$ cat src/w8u16_pkg.sv
// ----------------------------------------------------------------------------
// w8u16_pkg
// Shared types and constants for the WTF-8 to UTF-16 decoder.
// ----------------------------------------------------------------------------
package w8u16_pkg;

    localparam int QUEUE_DEPTH = 4;

    localparam int BYTE_W = 8;
    localparam int UNIT_W = 16;
    localparam int CP_W   = 21;

    // Byte classes
    localparam logic [7:0] ASCII_LIMIT  = 8'h80;
    localparam logic [7:0] LEAD2_MIN    = 8'hc2;
    localparam logic [7:0] LEAD3_MIN    = 8'he0;
    localparam logic [7:0] LEAD4_MIN    = 8'hf0;
    localparam logic [7:0] LEAD_LIMIT   = 8'hf5;
    localparam logic [7:0] CONT_MASK    = 8'hc0;
    localparam logic [7:0] CONT_TAG     = 8'h80;
    localparam logic [7:0] CONT_PAYLOAD = 8'h3f;

    // Leads whose second byte has a restricted range
    localparam logic [7:0] LEAD_E0 = 8'he0;
    localparam logic [7:0] LEAD_ED = 8'hed;
    localparam logic [7:0] LEAD_F0 = 8'hf0;
    localparam logic [7:0] LEAD_F4 = 8'hf4;
    localparam logic [7:0] BIT5_MASK   = 8'h20;
    localparam logic [7:0] BITS54_MASK = 8'h30;

    // Surrogate pair construction
    localparam logic [CP_W-1:0]   PLANE_OFFSET = 21'h10000;
    localparam logic [UNIT_W-1:0] HI_SURR_BASE = 16'hd800;
    localparam logic [UNIT_W-1:0] LO_SURR_BASE = 16'hdc00;

    // Result status codes
    localparam logic ST_OK  = 1'b0;
    localparam logic ST_ERR = 1'b1;

    // One decoded event from the front end: a single unit, a pair, or an error
    typedef struct packed {
        logic [UNIT_W-1:0] unit_hi;
        logic [UNIT_W-1:0] unit_lo;
        logic              pair;
        logic              err;
        logic              eos;
    } w8u16_entry_t;

endpackage

$ cat src/w8u16_front.sv
// ----------------------------------------------------------------------------
// w8u16_front
// Byte classifier and sequence tracker; emits one queue entry per result event.
// ----------------------------------------------------------------------------
module w8u16_front
(
    input  logic                   clk,
    input  logic                   rst_n,
    input  logic                   cfg_valid,
    input  logic                   cfg_data,
    input  logic                   in_valid,
    input  logic [7:0]             in_byte,
    input  logic                   in_end,
    input  logic                   q_full,
    output logic                   in_ready,
    output logic                   push,
    output w8u16_pkg::w8u16_entry_t push_entry
);

    logic [1:0]                     bytes_rem_reg, bytes_rem_next;
    logic [7:0]                     lead_reg, lead_next;
    logic [w8u16_pkg::CP_W-1:0]     cp_reg, cp_next;
    logic                           second_reg, second_next;
    logic                           discard_reg, discard_next;
    logic                           reject_reg;

    logic                           accept;
    logic                           fail;
    logic                           second_bad;
    logic [w8u16_pkg::CP_W-1:0]     cp_shift;
    logic [w8u16_pkg::CP_W-1:0]     cp_off;
    logic [1:0]                     rem_dec;

    assign in_ready = !q_full;
    assign accept   = in_valid && in_ready;

    assign cp_shift = {cp_reg[w8u16_pkg::CP_W-7:0], in_byte[5:0]};
    assign cp_off   = cp_shift - w8u16_pkg::PLANE_OFFSET;
    assign rem_dec  = bytes_rem_reg - 2'd1;

    always_comb
    begin
        second_bad =
            ((lead_reg == w8u16_pkg::LEAD_E0) && ((in_byte & w8u16_pkg::BIT5_MASK) == 8'h00)) ||
            ((lead_reg == w8u16_pkg::LEAD_ED) && reject_reg &&
             ((in_byte & w8u16_pkg::BIT5_MASK) != 8'h00)) ||
            ((lead_reg == w8u16_pkg::LEAD_F0) &&
             ((in_byte & w8u16_pkg::BITS54_MASK) == 8'h00)) ||
            ((lead_reg == w8u16_pkg::LEAD_F4) &&
             ((in_byte & w8u16_pkg::BITS54_MASK) != 8'h00));
    end

    always_comb
    begin
        bytes_rem_next = bytes_rem_reg;
        lead_next      = lead_reg;
        cp_next        = cp_reg;
        second_next    = second_reg;
        discard_next   = discard_reg;
        fail           = 1'b0;
        push           = 1'b0;
        push_entry     = '0;

        if (accept)
        begin
            if (discard_reg)
            begin
                if (in_end)
                begin
                    discard_next = 1'b0;
                end
            end
            else if (bytes_rem_reg == 2'd0)
            begin
                if (in_byte < w8u16_pkg::ASCII_LIMIT)
                begin
                    push               = 1'b1;
                    push_entry.unit_hi = {8'h00, in_byte};
                    push_entry.eos     = in_end;
                end
                else if (in_byte < w8u16_pkg::LEAD2_MIN || in_byte >= w8u16_pkg::LEAD_LIMIT)
                begin
                    fail = 1'b1;
                end
                else
                begin
                    lead_next   = in_byte;
                    second_next = 1'b1;
                    if (in_byte < w8u16_pkg::LEAD3_MIN)
                    begin
                        bytes_rem_next = 2'd1;
                        cp_next        = {16'h0000, in_byte[4:0]};
                    end
                    else if (in_byte < w8u16_pkg::LEAD4_MIN)
                    begin
                        bytes_rem_next = 2'd2;
                        cp_next        = {17'h00000, in_byte[3:0]};
                    end
                    else
                    begin
                        bytes_rem_next = 2'd3;
                        cp_next        = {18'h00000, in_byte[2:0]};
                    end
                    fail = in_end;
                end
            end
            else if ((in_byte & w8u16_pkg::CONT_MASK) != w8u16_pkg::CONT_TAG)
            begin
                fail = 1'b1;
            end
            else if (second_reg && second_bad)
            begin
                fail = 1'b1;
            end
            else
            begin
                second_next    = 1'b0;
                cp_next        = cp_shift;
                bytes_rem_next = rem_dec;
                if (rem_dec != 2'd0)
                begin
                    fail = in_end;
                end
                else
                begin
                    lead_next = '0;
                    cp_next   = '0;
                    push      = 1'b1;
                    if (cp_shift < w8u16_pkg::PLANE_OFFSET)
                    begin
                        push_entry.unit_hi = cp_shift[w8u16_pkg::UNIT_W-1:0];
                        push_entry.eos     = in_end;
                    end
                    else
                    begin
                        push_entry.unit_hi = w8u16_pkg::HI_SURR_BASE | {6'd0, cp_off[19:10]};
                        push_entry.unit_lo = w8u16_pkg::LO_SURR_BASE | {6'd0, cp_off[9:0]};
                        push_entry.pair    = 1'b1;
                        push_entry.eos     = in_end;
                    end
                end
            end

            // fault: close the sequence and report once
            if (fail)
            begin
                bytes_rem_next = 2'd0;
                lead_next      = '0;
                cp_next        = '0;
                second_next    = 1'b0;
                discard_next   = !in_end;
                push           = 1'b1;
                push_entry     = '0;
                push_entry.err = w8u16_pkg::ST_ERR;
                push_entry.eos = 1'b1;
            end
        end
    end

    always_ff @(posedge clk or negedge rst_n)
    begin
        if (!rst_n)
        begin
            bytes_rem_reg <= 2'd0;
            lead_reg      <= '0;
            cp_reg        <= '0;
            second_reg    <= 1'b0;
            discard_reg   <= 1'b0;
            reject_reg    <= 1'b0;
        end
        else
        begin
            bytes_rem_reg <= bytes_rem_next;
            lead_reg      <= lead_next;
            cp_reg        <= cp_next;
            second_reg    <= second_next;
            discard_reg   <= discard_next;
            if (cfg_valid)
            begin
                reject_reg <= cfg_data;
            end
        end
    end

    a_discard_no_seq: assert property (@(posedge clk) disable iff (!rst_n)
        discard_reg |-> (bytes_rem_reg == 2'd0) && !second_reg)
        else $error("sequence open while dropping bytes");

    a_second_only_open: assert property (@(posedge clk) disable iff (!rst_n)
        second_reg |-> (bytes_rem_reg != 2'd0))
        else $error("second-byte flag without an open sequence");

endmodule

$ cat src/w8u16_queue.sv
// ----------------------------------------------------------------------------
// w8u16_queue
// Small register queue between the byte classifier and the output stage.
// ----------------------------------------------------------------------------
module w8u16_queue
#(
    parameter int DEPTH = w8u16_pkg::QUEUE_DEPTH
)
(
    input  logic                    clk,
    input  logic                    rst_n,
    input  logic                    push,
    input  w8u16_pkg::w8u16_entry_t push_entry,
    input  logic                    pop,
    output w8u16_pkg::w8u16_entry_t pop_entry,
    output logic                    full,
    output logic                    empty
);

    localparam int AW = (DEPTH > 1) ? $clog2(DEPTH) : 1;
    localparam int CW = $clog2(DEPTH + 1);
    localparam logic [AW-1:0] LAST_IDX = AW'(DEPTH - 1);
    localparam logic [CW-1:0] FULL_CNT = CW'(DEPTH);

    w8u16_pkg::w8u16_entry_t slot_reg [DEPTH];
    logic [AW-1:0] wr_ptr_reg, wr_ptr_next;
    logic [AW-1:0] rd_ptr_reg, rd_ptr_next;
    logic [CW-1:0] count_reg,  count_next;
    logic          do_push, do_pop;

    assign full      = (count_reg == FULL_CNT);
    assign empty     = (count_reg == '0);
    assign do_push   = push && !full;
    assign do_pop    = pop && !empty;
    assign pop_entry = slot_reg[rd_ptr_reg];

    always_comb
    begin
        wr_ptr_next = wr_ptr_reg;
        rd_ptr_next = rd_ptr_reg;
        count_next  = count_reg;
        if (do_push)
        begin
            wr_ptr_next = (wr_ptr_reg == LAST_IDX) ? '0 : wr_ptr_reg + 1'b1;
        end
        if (do_pop)
        begin
            rd_ptr_next = (rd_ptr_reg == LAST_IDX) ? '0 : rd_ptr_reg + 1'b1;
        end
        if (do_push && !do_pop)
        begin
            count_next = count_reg + 1'b1;
        end
        else if (do_pop && !do_push)
        begin
            count_next = count_reg - 1'b1;
        end
    end

    always_ff @(posedge clk or negedge rst_n)
    begin
        if (!rst_n)
        begin
            wr_ptr_reg <= '0;
            rd_ptr_reg <= '0;
            count_reg  <= '0;
        end
        else
        begin
            wr_ptr_reg <= wr_ptr_next;
            rd_ptr_reg <= rd_ptr_next;
            count_reg  <= count_next;
        end
    end

    always_ff @(posedge clk)
    begin
        if (do_push)
        begin
            slot_reg[wr_ptr_reg] <= push_entry;
        end
    end

    a_no_push_full: assert property (@(posedge clk) disable iff (!rst_n)
        push |-> !full)
        else $error("entry pushed into a full queue");

    a_count_range: assert property (@(posedge clk) disable iff (!rst_n)
        count_reg <= FULL_CNT)
        else $error("queue count out of range");

endmodule

$ cat src/w8u16_back.sv
// ----------------------------------------------------------------------------
// w8u16_back
// Output stage: unpacks queue entries into one or two result items.
// ----------------------------------------------------------------------------
module w8u16_back
(
    input  logic                    clk,
    input  logic                    rst_n,
    input  w8u16_pkg::w8u16_entry_t q_entry,
    input  logic                    q_empty,
    output logic                    q_pop,
    output logic                    out_valid,
    input  logic                    out_ready,
    output logic [15:0]             out_unit,
    output logic                    out_status,
    output logic                    out_last_item,
    output logic                    out_eos
);

    logic        out_valid_reg, out_valid_next;
    logic [15:0] out_unit_reg,  out_unit_next;
    logic        out_status_reg, out_status_next;
    logic        out_last_item_reg, out_last_item_next;
    logic        out_eos_reg, out_eos_next;
    logic        lo_pending_reg, lo_pending_next;
    logic [15:0] lo_unit_reg, lo_unit_next;
    logic        lo_eos_reg, lo_eos_next;
    logic        load_ok;

    assign load_ok = !out_valid_reg || out_ready;
    assign q_pop   = load_ok && !lo_pending_reg && !q_empty;

    always_comb
    begin
        out_valid_next     = out_valid_reg;
        out_unit_next      = out_unit_reg;
        out_status_next    = out_status_reg;
        out_last_item_next = out_last_item_reg;
        out_eos_next       = out_eos_reg;
        lo_pending_next    = lo_pending_reg;
        lo_unit_next       = lo_unit_reg;
        lo_eos_next        = lo_eos_reg;

        if (load_ok)
        begin
            if (lo_pending_reg)
            begin
                // low surrogate of a pair
                out_valid_next     = 1'b1;
                out_unit_next      = lo_unit_reg;
                out_status_next    = w8u16_pkg::ST_OK;
                out_last_item_next = 1'b1;
                out_eos_next       = lo_eos_reg;
                lo_pending_next    = 1'b0;
            end
            else if (!q_empty)
            begin
                out_valid_next     = 1'b1;
                out_unit_next      = q_entry.unit_hi;
                out_status_next    = q_entry.err;
                out_last_item_next = !q_entry.pair;
                out_eos_next       = q_entry.eos && !q_entry.pair;
                lo_pending_next    = q_entry.pair;
                lo_unit_next       = q_entry.unit_lo;
                lo_eos_next        = q_entry.eos;
            end
            else
            begin
                out_valid_next = 1'b0;
            end
        end
    end

    always_ff @(posedge clk or negedge rst_n)
    begin
        if (!rst_n)
        begin
            out_valid_reg  <= 1'b0;
            lo_pending_reg <= 1'b0;
        end
        else
        begin
            out_valid_reg  <= out_valid_next;
            lo_pending_reg <= lo_pending_next;
        end
    end

    always_ff @(posedge clk)
    begin
        out_unit_reg      <= out_unit_next;
        out_status_reg    <= out_status_next;
        out_last_item_reg <= out_last_item_next;
        out_eos_reg       <= out_eos_next;
        lo_unit_reg       <= lo_unit_next;
        lo_eos_reg        <= lo_eos_next;
    end

    assign out_valid     = out_valid_reg;
    assign out_unit      = out_unit_reg;
    assign out_status    = out_status_reg;
    assign out_last_item = out_last_item_reg;
    assign out_eos       = out_eos_reg;

    a_lo_follows_hi: assert property (@(posedge clk) disable iff (!rst_n)
        lo_pending_reg |-> out_valid_reg && !out_last_item_reg && !out_eos_reg)
        else $error("low surrogate pending without a high surrogate shown");

    a_no_pop_pending: assert property (@(posedge clk) disable iff (!rst_n)
        lo_pending_reg |-> !q_pop)
        else $error("queue popped while a low surrogate is pending");

endmodule

$ cat src/wtf8_to_utf16_decoder.sv
// ----------------------------------------------------------------------------
// wtf8_to_utf16_decoder
// WTF-8 byte stream in, UTF-16 code units out, with error reporting.
// ----------------------------------------------------------------------------
// Takes one byte per cycle while the queue is not full. A byte that completes
// a one-, two- or three-byte sequence gives one result item; the last byte of
// a four-byte sequence gives a surrogate pair, shown as two output items.
// Faults give a single error item with tlast set, and the rest of that string
// is dropped. A queue of QUEUE_DEPTH entries between the byte classifier and
// the output register takes up the extra pair item, so input stalls only when
// the output side stalls long enough to fill it. cfg_ready is always high; the
// register takes effect on the next byte.
module wtf8_to_utf16_decoder
#(
    parameter int QUEUE_DEPTH = w8u16_pkg::QUEUE_DEPTH
)
(
    input  logic        clk,
    input  logic        rst_n,
    // config: bit 0 reject_surrogates
    input  logic        cfg_valid,
    output logic        cfg_ready,
    input  logic        cfg_data,
    input  logic        s_tvalid,
    output logic        s_tready,
    input  logic [7:0]  s_tdata,   // [7:0] data_byte
    input  logic        s_tlast,   // string_end
    output logic        m_tvalid,
    input  logic        m_tready,
    output logic [23:0] m_tdata,   // [15:0] code_unit, [16] last_of_item, zero fill
    output logic        m_tuser,   // status
    output logic        m_tlast    // end_of_output
);

    w8u16_pkg::w8u16_entry_t push_entry, pop_entry;
    logic        push, pop, q_full, q_empty;
    logic [15:0] unit;
    logic        last_item;

    assign cfg_ready = 1'b1;

    w8u16_front u_front
    (
        .clk        (clk),
        .rst_n      (rst_n),
        .cfg_valid  (cfg_valid),
        .cfg_data   (cfg_data),
        .in_valid   (s_tvalid),
        .in_byte    (s_tdata),
        .in_end     (s_tlast),
        .q_full     (q_full),
        .in_ready   (s_tready),
        .push       (push),
        .push_entry (push_entry)
    );

    w8u16_queue #(.DEPTH(QUEUE_DEPTH)) u_queue
    (
        .clk        (clk),
        .rst_n      (rst_n),
        .push       (push),
        .push_entry (push_entry),
        .pop        (pop),
        .pop_entry  (pop_entry),
        .full       (q_full),
        .empty      (q_empty)
    );

    w8u16_back u_back
    (
        .clk           (clk),
        .rst_n         (rst_n),
        .q_entry       (pop_entry),
        .q_empty       (q_empty),
        .q_pop         (pop),
        .out_valid     (m_tvalid),
        .out_ready     (m_tready),
        .out_unit      (unit),
        .out_status    (m_tuser),
        .out_last_item (last_item),
        .out_eos       (m_tlast)
    );

    assign m_tdata = {7'd0, last_item, unit};

endmodule
$ cat config.mk
export PLATFORM = sky130hd
export DESIGN_NAME = wtf8_to_utf16_decoder
export DESIGN_NICKNAME = d
export VERILOG_FILES = /design/src/w8u16_pkg.sv /design/src/w8u16_front.sv /design/src/w8u16_queue.sv /design/src/w8u16_back.sv /design/src/wtf8_to_utf16_decoder.sv
export SDC_FILE = /design/constraint.sdc
export NUM_CORES = 1
export LEC_CHECK = 0
export CAP_MARGIN = 0
export CELL_PAD_IN_SITES_DETAIL_PLACEMENT = 0
export CELL_PAD_IN_SITES_GLOBAL_PLACEMENT = 2
export CORE_UTILIZATION = 54
export CTS_BUF_LIST = sky130_fd_sc_hd__clkbuf_4 sky130_fd_sc_hd__clkbuf_8
export DETAILED_ROUTE_END_ITERATION = 10
export DONT_BUFFER_PORTS = 1
export PLACE_DENSITY_LB_ADDON = 0.1
export SLEW_MARGIN = 20
export SYNTH_ARGS = -nofsm -noshare
export SYNTH_HDL_FRONTEND = slang
export SYNTH_SLANG_ARGS = --single-unit
$ cat constraint.sdc
create_clock -name clk -period 9.3 [get_ports clk]
set_clock_uncertainty 0.1 [all_clocks]
set_input_delay 2.79 -clock clk [delete_from_list [all_inputs] [get_ports clk]]
set_output_delay 2.79 -clock clk [all_outputs]
set_load 0.05 [all_outputs]
==> flow_metrics.py <==
metrics = {
    "outcome": {
        "status": "completed",
    },
    "synthesis": {
        "synthArstFlopShare": 0.201,
        "synth_warnings": 0,
        "seq_area_frac_synth": 0.698,
        "ys_types": 59,
        "syn_inst": 433,
        "synth_ff_type": "edfxtp_1",
        "ys_seq_elements": 184,
        "synth.avg_cell_area_um2": 17.7,
        "synth_area_mm2": 0.00765,
        "synth_edf_count": 147,
    },
    "clock_tree": {
        "clockBufferDepth": 2,
        "cts.sinks": 184,
        "post_cts_resized": 0,
        "cts_tree": "done",
        "root_buffer": "clkbuf_8",
        "numCtsBuffers": 17,
        "htree_levels": 4,
        "post-cts-setup-buffers": 0,
        "path_clk_slew_ps": 90,
        "cts-hold-fix-buffers": 0,
        "clk_latency_ps": 460,
    },
    "timing": {
        "final_max_slew_viol_count": 0,
        "rsz0062_at_grt": "no",
        "final-setup-viol-count": 0,
        "hold_viol": 0,
        "fin_crit_ps": 4610,
        "fmax_mhz": 217,
        "fin_tns_setup_ps": 0,
        "timing.slew.headroom": 0.359,
        "final.period_utilization": 0.496,
        "worstMarginPinSlew_ps": 962,
    },
    "global_routing": {
        "antenna_found_initial": 0,
        "grt_remaining_overflow": 0,
        "grt_max_degree": 38,
        "grt_usage": 0.206,
        "grt_pass1_wl_mm": 21.6,
        "grt_pass1_vias": 3756,
    },
    "final_layout": {
        "synthToLayoutAreaGrowth_pct": 7.18,
        "diodes": 0,
        "instances_no_fill": 633,
        "drive_above_1_share": 0.249,
        "largest_reg_flops": 116,
        "nFillCells": 1011,
        "fin_nets": 463,
    },
    "worst_setup_path": {
        "crit_required_ps": 9580,
        "critPathCaptureType": "flop",
        "cp-start-kind": "input port",
        "path_class": "in2reg",
        "crit_family": "adder cells",
        "crit_path_start": "s_tdata[5]",
        "arrival_ps": 4890,
        "rrSetupSlack_ps": 6360,
        "crit_buf_inv": 2,
        "cpMaxStageDelayCell": "fa_1",
        "worstPathMaxFanout": 10,
        "worstReg2RegStart": "u_queue.count_reg[2]$_DFFE_PN0P_",
        "max_stage_delay_ps": 430,
        "critical_path.cell_chain": "nand4b_2 -> a22o_4 -> o211ai_4 -> nand3_4 -> inv_1 -> ha_1 -> inv_1 -> fa_1 -> xor2_1 -> nor2_1 -> xor2_1",
    },
    "power_and_ir_drop": {
        "ir_drop_uv": 156,
        "report.power.total_mw": 2.48,
        "p_leak_nw": 2.96,
        "powerDensity_mw_per_mm2": 303,
    },
    "floorplan": {
        "core_area_mm2": 0.0138,
        "pin_count": 44,
        "dieArea_mm2": 0.0146,
        "die_w_um": 121,
        "start_util": 0.553,
        "die_h_um": 121,
        "rows": 43,
    },
    "worst_hold_path": {
        "min_from": "u_front.lead_reg[5]$_DFFE_PN0P_",
        "hp-class": "reg2reg",
    },
    "place": {
        "port_buffers": 0,
        "gp_congestion": 0.836,
        "post-place-cells": 601,
        "post-dp-hpwl_mm": 8.41,
    },
    "route": {
        "routed_via_density": 5.95,
        "drt_iter0_markers": 325,
        "drtAntennaViolNets": 0,
        "drt_pass1_iterations": 4,
        "drt-total-wl_mm": 13.7,
        "routedWlPerCell_um": 21.7,
        "route.vias.total": 3764,
        "drc": 0,
    },
    "job": {
        "maxCapViolations": 0,
    },
}
-- final timing paths --
| kind | depth (start not counted) | endpoint |
|---|---|---|
| max in group asynchronous | 0 | u_queue.rd_ptr_reg[0]$_DFFE_PN0P_ |
| min in group asynchronous | 0 | u_front.lead_reg[7]$_DFFE_PN0P_ |
| min reg2reg | 1 | u_front.lead_reg[5]$_DFFE_PN0P_ |
| max | 11 | u_queue.count_reg[2]$_DFFE_PN0P_ |
| min | 1 | u_front.lead_reg[5]$_DFFE_PN0P_ |
| max reg2reg | 10 | u_queue.count_reg[2]$_DFFE_PN0P_ |
-- per-stage QoR --
stage          setup WS, ps  hold slack [ps]  utilization  cell area (µm²)
6_report               4690              391        0.593             8200
3_5_place_dp           4190              374        0.564             7800
5_1_grt                4550              412        0.593             8200
3_3_place_gp           4300              365        0.564             7800
2_1_floorplan          3800              342            -             7670
4_1_cts                4690              396        0.593             8190
-- area by class of cell --
class,instances,area (µm²),area share
clock buffer,19,249,0.0304
clock inverter,13,143,0.0174
inverter,18,67.6,0.00824
multi-input combinational,211,2110,0.258
sequential,184,5340,0.652
tap,180,225,0.0275
timing repair buffer,8,60.1,0.00733
-- where the power goes --
group	switching [mW]	internal, mW	leakage, nW
logic	0.308	0.269	0.919
clock network	0.281	0.248	0.198
registers	0.254	1.12	1.84
total	0.844	1.64	2.96
-- layout by cell type, fill, tap and decap left out, drive strengths merged, types with 4 or more instances in the layout --
| cell type | count |
|---|---|
| nand3 | 5 |
| a21o | 6 |
| a22o | 24 |
| o21a | 6 |
| mux2 | 16 |
| nor3 | 7 |
| edfxtp | 147 |
| dfrtp | 37 |
| clkbuf | 19 |
| buf | 8 |
| nand2b | 6 |
| and3 | 12 |
| a21oi | 6 |
| clkinv | 4 |
| nor2 | 21 |
| ha | 7 |
| inv | 23 |
| conb | 8 |
| o21ai | 12 |
| nand2 | 6 |
| mux4 | 29 |
| nor2b | 5 |
-- Yosys cell counts, types with 5 or more instances --
library cell,number,area (µm²)
o21a_1,6,45.0
a22o_1,23,201
nor2b_1,5,31.3
mux4_2,29,653
buf_2,10,50.1
nand2b_1,6,37.5
a21o_1,6,45.0
dfrtp_1,37,926
inv_1,17,63.8
edfxtp_1,147,4410
mux2_2,14,158
ha_1,7,87.6
nor2_1,21,78.8
o21ai_0,8,40.0
nand2_1,5,18.8
nor3_1,6,30.0
buf_4,9,67.6
and3_1,12,75.1
-- metal layers --
| layer | vias to the layer above | part of all wire | global-route usage | wire length, µm |
|---|---|---|---|---|
| li1 | 1694 | - | - | - |
| met1 | 1964 | 0.46 | 0.291 | 6390 |
| met2 | 84 | 0.47 | 0.309 | 6520 |
| met3 | 22 | 0.039 | 0.0470 | 540 |
| met4 | 0 | 0.022 | 0.0887 | 297 |
| met5 | - | 0 | 0 | 0 |
-- kinds of logic after synthesis --
kind of cell,count (synthesis),share of synthesized area
other,2,0.000982
AO/OA/AOI/OAI,68,0.0759
AND/OR/NAND/NOR,75,0.0609
flip-flops,184,0.698
XOR/XNOR,4,0.00458
adder cells (fa/ha/maj),8,0.0141
multiplexers,48,0.114
buffers and inverters,44,0.0316
-- worst register-to-register path, stage by stage (launching register included) --
cell     delay [ps]
dfrtp_1         430
or3b_1          640
and2_4          320
nand3_4         150
inv_1            90
ha_1            170
inv_1            70
fa_1            430
xor2_1          170
nor2_1          120
xor2_1          170
(Power assumes the default switching activity.)
